File: config.mk
export PLATFORM = sky130hd
export DESIGN_NAME = dns_a_record_response_parser
export DESIGN_NICKNAME = d
export VERILOG_FILES = /design/src/dnsar_pkg.sv /design/src/dnsar_name_store.sv /design/src/dnsar_parser.sv /design/src/dnsar_result_fifo.sv /design/src/dns_a_record_response_parser.sv
export SDC_FILE = /design/constraint.sdc
export NUM_CORES = 2
export LEC_CHECK = 0
export BUFFER_PORTS_ARGS = -buffer_cell sky130_fd_sc_hd__buf_2
export CAP_MARGIN = 5
export CELL_PAD_IN_SITES_DETAIL_PLACEMENT = 1
export CELL_PAD_IN_SITES_GLOBAL_PLACEMENT = 2
export CORE_MARGIN = 10
export CORE_UTILIZATION = 48
export CTS_CLUSTER_SIZE = 28
export DETAILED_ROUTE_END_ITERATION = 7
export PLACE_DENSITY = 0.85
export SLEW_MARGIN = 40
export SYNTH_ARGS = -nofsm -noshare
export SYNTH_HDL_FRONTEND = slang
export SYNTH_SLANG_ARGS = --single-unit
File: constraint.sdc
create_clock -name clk -period 7.9 [get_ports clk]
set_input_delay 1.58 -clock clk [delete_from_list [all_inputs] [get_ports clk]]
set_output_delay 1.58 -clock clk [all_outputs]
set_load 0.03 [all_outputs]
File: src/dnsar_pkg.sv
// Shared types and constants for the DNS A-record response parser.
package dnsar_pkg;

    localparam int DEF_MAX_PACKET_BYTES = 1024;
    localparam int DEF_MAX_NAME_BYTES   = 256;

    localparam int NAME_OFFSET   = 12;
    localparam int QUESTION_TAIL = 4;
    localparam int FIXED_PART    = 12;
    localparam int ADDR_BYTES    = 4;
    localparam int RESULT_DEPTH  = 4;

    localparam int POS_FLAGS    = 2;
    localparam int POS_ANCOUNT_HI = 6;
    localparam int POS_ANCOUNT_LO = 7;

    localparam int RF_TYPE_FIRST = 2;
    localparam int RF_CLASS_LAST = 5;
    localparam int RF_LEN_HI     = 10;
    localparam int RF_LEN_LO     = 11;

    localparam logic [31:0] TYPE_CLASS_A = 32'h0001_0001;

    localparam logic OP_NAME     = 1'b0;
    localparam logic OP_RESPONSE = 1'b1;

    localparam logic KIND_ADDRESS = 1'b0;
    localparam logic KIND_STATUS  = 1'b1;

    typedef enum logic [2:0] {
        ST_OK,
        ST_NO_ANSWERS,
        ST_TOO_SHORT,
        ST_NAME_MISMATCH,
        ST_NOT_RESPONSE
    } status_t;

    typedef struct packed {
        logic       op;
        logic [7:0] data_byte;
        logic       last;
    } item_t;

    typedef struct packed {
        logic        kind;
        logic [31:0] address;
        logic [2:0]  status;
        logic        end_of_run;
    } result_t;

    typedef struct packed {
        logic    first_valid;
        result_t first;
        logic    second_valid;
        result_t second;
    } push_t;

endpackage

File: src/dnsar_name_store.sv
// Question name byte memory with one write port and one registered read port.
module dnsar_name_store #(
    parameter int DEPTH = dnsar_pkg::DEF_MAX_NAME_BYTES,
    parameter int IDX_W = $clog2(DEPTH)
) (
    input  logic             clk,
    input  logic             wr_en,
    input  logic [IDX_W-1:0] wr_idx,
    input  logic [7:0]       wr_data,
    input  logic             rd_en,
    input  logic [IDX_W-1:0] rd_idx,
    output logic [7:0]       rd_data
);

    logic [7:0] mem [DEPTH];
    logic [7:0] rd_data_reg;

    always_ff @(posedge clk)
    begin
        if (wr_en)
        begin
            mem[wr_idx] <= wr_data;
        end
    end

    always_ff @(posedge clk)
    begin
        if (rd_en)
        begin
            rd_data_reg <= mem[rd_idx];
        end
    end

    assign rd_data = rd_data_reg;

endmodule

File: src/dnsar_parser.sv
// Input register and per-byte header, name and answer record decoding.
module dnsar_parser #(
    parameter int MAX_PACKET_BYTES = dnsar_pkg::DEF_MAX_PACKET_BYTES,
    parameter int MAX_NAME_BYTES   = dnsar_pkg::DEF_MAX_NAME_BYTES,
    parameter int NIW              = $clog2(MAX_NAME_BYTES)
) (
    input  logic              clk,
    input  logic              rst_n,
    input  logic              item_valid,
    input  logic              item_stall,
    input  dnsar_pkg::item_t  item,
    output dnsar_pkg::push_t  push,
    output logic              wr_en,
    output logic [NIW-1:0]    wr_idx,
    output logic [7:0]        wr_data,
    output logic              rd_en,
    output logic [NIW-1:0]    rd_idx,
    input  logic [7:0]        rd_data
);

    import dnsar_pkg::*;

    localparam int NLW = $clog2(MAX_NAME_BYTES + 1);
    localparam int PW  = $clog2(MAX_PACKET_BYTES + 1);
    localparam int CW  = ((PW > NLW) ? PW : NLW) + 1;

    logic            valid_reg;
    item_t           item_reg;
    logic [NLW-1:0]  name_length_reg, name_length_next;
    logic [PW-1:0]   pos_reg, pos_next;
    logic [15:0]     answer_total_reg, answer_total_next;
    logic [15:0]     answers_seen_reg, answers_seen_next;
    logic [3:0]      rfp_reg, rfp_next;
    logic [31:0]     type_class_reg, type_class_next;
    logic [15:0]     data_left_reg, data_left_next;
    logic [31:0]     accum_reg, accum_next;
    logic            qr_reg, qr_next;
    logic            mismatch_reg, mismatch_next;
    logic            name_open_reg, name_open_next;
    logic            qualify_reg, qualify_next;

    logic [CW-1:0]   pos_w, nl_w, pos_next_w, rd_off;
    logic [NLW-1:0]  nl_base;
    logic [7:0]      b;
    logic            in_name, in_records;
    logic [31:0]     tc_v;
    logic [15:0]     dl_v;
    logic [3:0]      rfp_v;
    logic            addr_hit, status_hit;
    logic [2:0]      status_code;
    result_t         addr_item, status_item;

    assign b      = item_reg.data_byte;
    assign pos_w  = CW'(pos_reg);
    assign nl_w   = CW'(name_length_reg);
    assign in_name    = (pos_w >= CW'(NAME_OFFSET)) && (pos_w < nl_w + CW'(NAME_OFFSET));
    assign in_records = pos_w >= nl_w + CW'(NAME_OFFSET + QUESTION_TAIL);

    always_ff @(posedge clk or negedge rst_n)
    begin
        if (!rst_n)
        begin
            valid_reg <= 1'b0;
        end
        else
        begin
            valid_reg <= item_valid && !item_stall;
        end
    end

    always_ff @(posedge clk)
    begin
        if (item_valid && !item_stall)
        begin
            item_reg <= item;
        end
    end

    always_ff @(posedge clk or negedge rst_n)
    begin
        if (!rst_n)
        begin
            name_length_reg  <= '0;
            pos_reg          <= '0;
            answer_total_reg <= '0;
            answers_seen_reg <= '0;
            rfp_reg          <= '0;
            type_class_reg   <= '0;
            data_left_reg    <= '0;
            accum_reg        <= '0;
            qr_reg           <= 1'b0;
            mismatch_reg     <= 1'b0;
            name_open_reg    <= 1'b0;
            qualify_reg      <= 1'b0;
        end
        else
        begin
            name_length_reg  <= name_length_next;
            pos_reg          <= pos_next;
            answer_total_reg <= answer_total_next;
            answers_seen_reg <= answers_seen_next;
            rfp_reg          <= rfp_next;
            type_class_reg   <= type_class_next;
            data_left_reg    <= data_left_next;
            accum_reg        <= accum_next;
            qr_reg           <= qr_next;
            mismatch_reg     <= mismatch_next;
            name_open_reg    <= name_open_next;
            qualify_reg      <= qualify_next;
        end
    end

    always_comb
    begin
        name_length_next  = name_length_reg;
        pos_next          = pos_reg;
        answer_total_next = answer_total_reg;
        answers_seen_next = answers_seen_reg;
        rfp_next          = rfp_reg;
        type_class_next   = type_class_reg;
        data_left_next    = data_left_reg;
        accum_next        = accum_reg;
        qr_next           = qr_reg;
        mismatch_next     = mismatch_reg;
        name_open_next    = name_open_reg;
        qualify_next      = qualify_reg;
        nl_base           = name_length_reg;
        tc_v              = type_class_reg;
        dl_v              = data_left_reg;
        rfp_v             = rfp_reg;
        addr_hit          = 1'b0;
        status_hit        = 1'b0;
        status_code       = ST_OK;
        wr_en             = 1'b0;
        wr_idx            = name_length_reg[NIW-1:0];

        if (valid_reg)
        begin
            if (item_reg.op == OP_NAME)
            begin
                pos_next          = '0;
                answer_total_next = '0;
                answers_seen_next = '0;
                rfp_next          = '0;
                type_class_next   = '0;
                data_left_next    = '0;
                accum_next        = '0;
                qr_next           = 1'b0;
                mismatch_next     = 1'b0;
                qualify_next      = 1'b0;
                nl_base           = name_open_reg ? name_length_reg : '0;
                name_length_next  = nl_base;
                wr_idx            = nl_base[NIW-1:0];
                if (CW'(nl_base) < CW'(MAX_NAME_BYTES))
                begin
                    wr_en            = 1'b1;
                    name_length_next = nl_base + 1'b1;
                end
                name_open_next = !item_reg.last;
            end
            else
            begin
                name_open_next = 1'b0;
                if (pos_w < CW'(MAX_PACKET_BYTES))
                begin
                    pos_next = pos_reg + 1'b1;
                    if (pos_w == CW'(POS_FLAGS) && b[7])
                    begin
                        qr_next = 1'b1;
                    end
                    if (pos_w == CW'(POS_ANCOUNT_HI))
                    begin
                        answer_total_next = {b, 8'h00};
                    end
                    if (pos_w == CW'(POS_ANCOUNT_LO))
                    begin
                        answer_total_next = {answer_total_reg[15:8], b};
                    end
                    if (in_name)
                    begin
                        if (b != rd_data)
                        begin
                            mismatch_next = 1'b1;
                        end
                    end
                    else if (in_records)
                    begin
                        if (rfp_reg < 4'(FIXED_PART))
                        begin
                            if (!(rfp_reg == '0 && answers_seen_reg >= answer_total_reg))
                            begin
                                if (rfp_reg == '0)
                                begin
                                    answers_seen_next = answers_seen_reg + 1'b1;
                                    tc_v = '0;
                                    dl_v = '0;
                                end
                                if (rfp_reg >= 4'(RF_TYPE_FIRST)
                                    && rfp_reg <= 4'(RF_CLASS_LAST))
                                begin
                                    tc_v = {tc_v[23:0], b};
                                end
                                if (rfp_reg == 4'(RF_LEN_HI))
                                begin
                                    dl_v = {b, 8'h00};
                                end
                                if (rfp_reg == 4'(RF_LEN_LO))
                                begin
                                    dl_v = {dl_v[15:8], b};
                                end
                                rfp_v = rfp_reg + 1'b1;
                                if (rfp_v == 4'(FIXED_PART))
                                begin
                                    qualify_next = 1'b0;
                                    if (dl_v == '0)
                                    begin
                                        rfp_v = '0;
                                    end
                                    else
                                    begin
                                        qualify_next = (tc_v == TYPE_CLASS_A)
                                            && (dl_v == 16'(ADDR_BYTES));
                                        accum_next = '0;
                                    end
                                end
                                type_class_next = tc_v;
                                data_left_next  = dl_v;
                                rfp_next        = rfp_v;
                            end
                        end
                        else
                        begin
                            accum_next     = {accum_reg[23:0], b};
                            data_left_next = data_left_reg - 1'b1;
                            if (data_left_next == '0)
                            begin
                                addr_hit     = qualify_reg && qr_reg && !mismatch_reg;
                                qualify_next = 1'b0;
                                rfp_next     = '0;
                            end
                        end
                    end
                end
                if (item_reg.last)
                begin
                    status_hit = 1'b1;
                    if (CW'(pos_next) < nl_w + CW'(NAME_OFFSET + QUESTION_TAIL))
                    begin
                        status_code = ST_TOO_SHORT;
                    end
                    else if (mismatch_next)
                    begin
                        status_code = ST_NAME_MISMATCH;
                    end
                    else if (!qr_next)
                    begin
                        status_code = ST_NOT_RESPONSE;
                    end
                    else if (answer_total_next == '0)
                    begin
                        status_code = ST_NO_ANSWERS;
                    end
                    else
                    begin
                        status_code = ST_OK;
                    end
                    pos_next          = '0;
                    answer_total_next = '0;
                    answers_seen_next = '0;
                    rfp_next          = '0;
                    type_class_next   = '0;
                    data_left_next    = '0;
                    accum_next        = '0;
                    qr_next           = 1'b0;
                    mismatch_next     = 1'b0;
                    qualify_next      = 1'b0;
                end
            end
        end
    end

    assign addr_item.kind         = KIND_ADDRESS;
    assign addr_item.address      = {accum_reg[23:0], b};
    assign addr_item.status       = ST_OK;
    assign addr_item.end_of_run   = 1'b0;
    assign status_item.kind       = KIND_STATUS;
    assign status_item.address    = '0;
    assign status_item.status     = status_code;
    assign status_item.end_of_run = 1'b1;

    assign push.first_valid  = addr_hit || status_hit;
    assign push.first        = addr_hit ? addr_item : status_item;
    assign push.second_valid = addr_hit && status_hit;
    assign push.second       = status_item;

    assign wr_data    = b;
    assign pos_next_w = CW'(pos_next);
    assign rd_off     = pos_next_w - CW'(NAME_OFFSET);
    assign rd_en      = (pos_next_w >= CW'(NAME_OFFSET)) && (rd_off < CW'(MAX_NAME_BYTES));
    assign rd_idx     = rd_off[NIW-1:0];

endmodule

File: src/dnsar_result_fifo.sv
// Result queue taking up to two results a cycle, with input back-pressure.
module dnsar_result_fifo (
    input  logic               clk,
    input  logic               rst_n,
    input  dnsar_pkg::push_t   push,
    output logic               result_valid,
    input  logic               result_stall,
    output dnsar_pkg::result_t result,
    output logic               item_stall
);

    import dnsar_pkg::*;

    localparam int IW  = $clog2(RESULT_DEPTH);
    localparam int CNW = $clog2(RESULT_DEPTH + 1);

    result_t         slots_reg [RESULT_DEPTH];
    logic [IW-1:0]   wr_ptr_reg, wr_ptr_next;
    logic [IW-1:0]   rd_ptr_reg;
    logic [CNW-1:0]  count_reg, count_next;
    logic [1:0]      n_push;
    logic            pop;

    assign pop          = result_valid && !result_stall;
    assign n_push       = 2'(push.first_valid) + 2'(push.second_valid);
    assign count_next   = count_reg + CNW'(n_push) - CNW'(pop);
    assign wr_ptr_next  = wr_ptr_reg + IW'(n_push);
    assign result_valid = count_reg != '0;
    assign result       = slots_reg[rd_ptr_reg];
    assign item_stall   = count_next > CNW'(RESULT_DEPTH - 2);

    always_ff @(posedge clk or negedge rst_n)
    begin
        if (!rst_n)
        begin
            wr_ptr_reg <= '0;
            rd_ptr_reg <= '0;
            count_reg  <= '0;
        end
        else
        begin
            wr_ptr_reg <= wr_ptr_next;
            count_reg  <= count_next;
            if (pop)
            begin
                rd_ptr_reg <= rd_ptr_reg + 1'b1;
            end
        end
    end

    always_ff @(posedge clk)
    begin
        if (push.first_valid)
        begin
            slots_reg[wr_ptr_reg] <= push.first;
        end
        if (push.second_valid)
        begin
            slots_reg[wr_ptr_reg + 1'b1] <= push.second;
        end
    end

endmodule

File: src/dns_a_record_response_parser.sv
// Each result is decoded from the input register and offered from the result queue.
// Throughput: one byte per cycle while item_stall is low, set by the decode after the
// input register and a four-entry result queue that takes up to two results per cycle.
// Name compare reads the name memory one byte ahead, so the stored byte is ready in time.
// Reset clears all packet and name state; name memory contents stay undefined until loaded.
module dns_a_record_response_parser #(
    parameter int MAX_PACKET_BYTES = dnsar_pkg::DEF_MAX_PACKET_BYTES,
    parameter int MAX_NAME_BYTES   = dnsar_pkg::DEF_MAX_NAME_BYTES
) (
    input  logic               clk,
    input  logic               rst_n,
    input  logic               item_valid,
    output logic               item_stall,
    input  dnsar_pkg::item_t   item,
    output logic               result_valid,
    input  logic               result_stall,
    output dnsar_pkg::result_t result
);

    import dnsar_pkg::*;

    localparam int NIW = $clog2(MAX_NAME_BYTES);

    push_t           push;
    logic            wr_en;
    logic [NIW-1:0]  wr_idx;
    logic [7:0]      wr_data;
    logic            rd_en;
    logic [NIW-1:0]  rd_idx;
    logic [7:0]      rd_data;

    dnsar_parser #(
        .MAX_PACKET_BYTES (MAX_PACKET_BYTES),
        .MAX_NAME_BYTES   (MAX_NAME_BYTES),
        .NIW              (NIW)
    ) u_parser (
        .clk        (clk),
        .rst_n      (rst_n),
        .item_valid (item_valid),
        .item_stall (item_stall),
        .item       (item),
        .push       (push),
        .wr_en      (wr_en),
        .wr_idx     (wr_idx),
        .wr_data    (wr_data),
        .rd_en      (rd_en),
        .rd_idx     (rd_idx),
        .rd_data    (rd_data)
    );

    dnsar_name_store #(
        .DEPTH (MAX_NAME_BYTES),
        .IDX_W (NIW)
    ) u_name_store (
        .clk     (clk),
        .wr_en   (wr_en),
        .wr_idx  (wr_idx),
        .wr_data (wr_data),
        .rd_en   (rd_en),
        .rd_idx  (rd_idx),
        .rd_data (rd_data)
    );

    dnsar_result_fifo u_result_fifo (
        .clk          (clk),
        .rst_n        (rst_n),
        .push         (push),
        .result_valid (result_valid),
        .result_stall (result_stall),
        .result       (result),
        .item_stall   (item_stall)
    );

endmodule

==> results by group <==
Power
  – Switching part of the total power: 0.364
  – Fraction of power consumed by sequential logic: 0.401
  – Pwr/cell area: 349 nW/µm²
  – P_leak: 37.1 nW
  – Pint: 0.0242 W
  – Clock power share: 0.296
  – VDD IR max: 0.298 mV
  – Combinational power share: 0.304
  – NetSw: 0.0139 W

Drt
  – Via-to-Cell Ratio: approximately 6.4
  – Total Wirelength: 324 mm
  – Initial drt markers: 8088
  – Post-DRT Antenna Nets: 0
  – DR pass1 iterations: 6
  – Number of remaining DRC errors: 0
  – DR WL/cell: 30.3 µm
  – Vias: 68.1k

Worst setup path
  – Cell Chain, Critical Path: inv_1, ha_1, nor4b_1, nand3b_1, a21o_1, a2111oi_0, and4b_1, nand2_1, a211oi_2, ha_1, inv_1, ha_1, fa_1, xor2_1, xnor2_1, a21o_1, buf_2
  – Critical Path Most Common Cell: ha_1
  – CP arrival: 5780 ps
  – Worst Setup Start Kind: register
  – Slowest stage delay, CP: 670 ps
  – Req. time, crit path: between 6000 and 7000 ps
  – CP Max Fanout: 9
  – Slowest stage cell, crit path: nor4b_1
  – CP delay by family, top: adder cells
  – WP buf/inv: 3
  – R2R setup slack: 2030 ps
  – Crit end category: primary output
  – Worst Setup Path Type: reg2out

Timing
  – Hold Fails Final Rpt: 0
  – Min Tclk post-route: 7360 ps
  – Total negative slack: 0 ps
  – Final setup violation count: 0
  – Final slew viol count: 0
  – Slew headroom: 0.334
  – Final Skew: roughly 48 ps
  – Setup ws final: 537 ps
  – Final period utilization: 0.932
  – Slew @ Worst Pin: 993 ps
  – Achievable frequency: 136 MHz
  – RSZ-0062 raised after global routing: false

Job
  – Max-cap violation count: 0

Clocking
  – Htree depth: 4
  – Clock sink count: between 2k and 2.5k
  – Root buffer cell: clkbuf_16
  – Postcts setup bufs: 0
  – Worst-path clk slew: roughly 60 ps
  – CTS Hold Bufs: 0
  – Post-cts resize count: 0
  – Later-pin clock latency in the skew report: 910 ps
  – CTS tree: built
  – Clock buffer count from CTS: 238
  – Max clock buf depth: 3

Global route
  – Initial antenna violation count: 12
  – Vias in the first global route: 69.3k
  – Remaining global-route overflow: 0
  – First-pass GRT wire length: approximately 470 mm
  – Largest net degree at the start of global routing: between 150 and 200
  – Tot GR Track Use: 0.284

Place
  – Buffers added on ports: 52
  – Placement Setup Slack: ~1400 ps
  – Placer congestion estimate: 0.890
  – Post-DP HPWL: between 150 and 200 mm

Cells and area
  – Fill cells: between 20k and 25k
  – Share of cells above drive strength 1: 0.111
  – Fin nets: roughly 8k
  – Synth-to-layout area growth: 11.9%
  – Max reg flops: between 2k and 2.5k

Logic synthesis
  – Mapped Area: 97300 µm²
  – Syn_nets: 7977
  – Top FF cell, synth: edfxtp_1
  – Ys async rst share: 0.0596
  – Post-Synthesis Cells: 7898
  – Post-synth EDFFs: 2078
  – Seq cells post-synth: roughly 2.4k
  – Syn Area/Cell: 12.3 µm²
  – Synth unique cells: 84
  – Ys Warns: 0
  – Post-synthesis sequential area ratio: 0.704

Floorplanning
  – Die ar.: 221000 µm²
  – Row cnt: 165
  – Width of the die: 470 µm
  – Die Ht: ~470 µm
  – IO Pins: 53
  – Starting Density: 0.482
  – Core footprint: between 200000 and 250000 µm²

Min path
  – HP Class: reg2reg

Run status
  – Status: complete, no violations
[power by group through the flow]
stage | logic [W] | clock network [W] | registers (W)
after floorplan | 0.00597 | 0 | 0.0164
after detailed placement | 0.0113 | 0 | 0.0155
final | 0.0115 | 0.0112 | 0.0152
after CTS | 0.0114 | 0.0113 | 0.0152
after global placement | 0.0108 | 0 | 0.0155
after global routing | 0.0123 | 0.0118 | 0.0152
[worst register-to-register path, stage by stage, from the launching register on]
cell	delay (ps)
dfrtp_1	470
ha_1	330
nor2b_1	190
o21ai_1	540
a21oi_4	180
inv_8	320
buf_12	510
buf_4	750
a311oi_1	130
a31oi_1	560
a211oi_1	280
or4_1	680
o32ai_1	580
o21ai_1	110
[layout by cell type, fill, tap and decap left out, types with 22 or more instances in the layout]
cell,count
o31ai_1,31
nand4_1,31
nor2_2,185
a211oi_1,23
mux4_2,43
nand2_1,2091
nor4_1,24
dfxtp_1,132
buf_2,53
clkbuf_1,46
dfrtp_1,139
a21oi_1,103
buf_12,29
and3_1,157
a311oi_1,186
a32oi_1,44
clkbuf_16,241
nand3_1,809
o21ai_0,223
mux2i_1,95
a31oi_1,95
nor3_1,40
inv_1,72
a22o_1,62
clkinv_1,60
nand2b_1,46
edfxtp_1,2078
buf_4,130
clkinv_2,37
nor2_1,173
xor2_1,22
ha_1,63
[final cells by class]
cell class              count  area, µm²  area share
diodes                      6       15.0    0.000138
clock buffers             295       6310      0.0580
clock inverters           145       1390      0.0127
inverters                  77        317     0.00291
multi-input cells        4924      27000       0.248
flip-flops and latches   2350      68500       0.629
well taps                2672       3340      0.0307
repair buffers            226       2020      0.0185
[through the flow]
stage / std cells / area (µm²) / util / total power, W / hold WS [ps]
floorplan: 7898 / 97300 / - / 0.0223 / 420
global placement: 10200 / 100000 / 0.497 / 0.0263 / 428
detailed placement: 10200 / 101000 / 0.499 / 0.0268 / 442
CTS: 10700 / 109000 / 0.537 / 0.0379 / 456
global route: 10700 / 109000 / 0.539 / 0.0393 / 479
finish: 10700 / 109000 / 0.540 / 0.0380 / 452
[Yosys cell counts, drive strengths merged, types with 11 or more instances]
cell	count	area, µm²
and3	157	982
or4	11	82.6
a21o	18	135
a221oi	15	131
nor4	26	163
a21oi	107	539
xor2	22	193
a22o	62	543
nor2b	20	125
edfxtp	2078	62400
ha	64	801
mux4	43	968
mux2i	96	961
a32oi	44	385
nor2	360	1350
a31oi	98	619
a311o	19	190
a211oi	30	243
o22ai	19	119
o221ai	11	96.3
o31ai	31	233
or3	11	68.8
o21ai	232	1160
xnor2	22	200
a311oi	200	1750
inv	77	289
o211ai	12	90.1
clkbuf	263	987
nor3	42	210
nand2	2113	7930
nand2b	47	294
dfrtp	140	3500
nand3	813	4070
buf	284	1400
dfxtp	132	2640
nand4	31	194
a22oi	11	82.6
[path summary, 6_finish.rpt]
kind                            cells past startpoint                           start                        endpoint
worst max-delay path                               17       u_parser.data_left_reg[0]                      item_stall
worst min-delay path                                2  u_result_fifo.slots_reg[0][23]  u_result_fifo.slots_reg[0][23]
worst max register to register                     13             u_parser.pos_reg[0]         u_name_store.rd_data[1]
worst min register to register                      2  u_result_fifo.slots_reg[0][23]  u_result_fifo.slots_reg[0][23]
max in group asynchronous                           3                           rst_n      u_parser.data_left_reg[14]
min in group asynchronous                           1                           rst_n     u_parser.name_length_reg[5]
[per-layer routing]
metal / global-route usage / wire, µm
met1: 0.380 / 128000
met2: 0.454 / 153000
met3: 0.0557 / 28500
met4: 0.122 / 14100
met5: 0 / 52
[cells by family (layout without fill, tap and decap cells)]
logic type | after synthesis | count (layout) | synth area share
AOI/OAI and AO/OA | 999 | 999 | 0.0732
DFF | 2350 | 2350 | 0.704
muxes | 140 | 140 | 0.0199
and+or+nand+nor | 3676 | 3676 | 0.163
other | 0 | 6 | 0
adders and majority gates | 65 | 65 | 0.00843
buffers and inverters | 624 | 743 | 0.0275
xor gates and xnor gates | 44 | 44 | 0.00404
No activity file was read; power rests on OpenSTA's default activity.
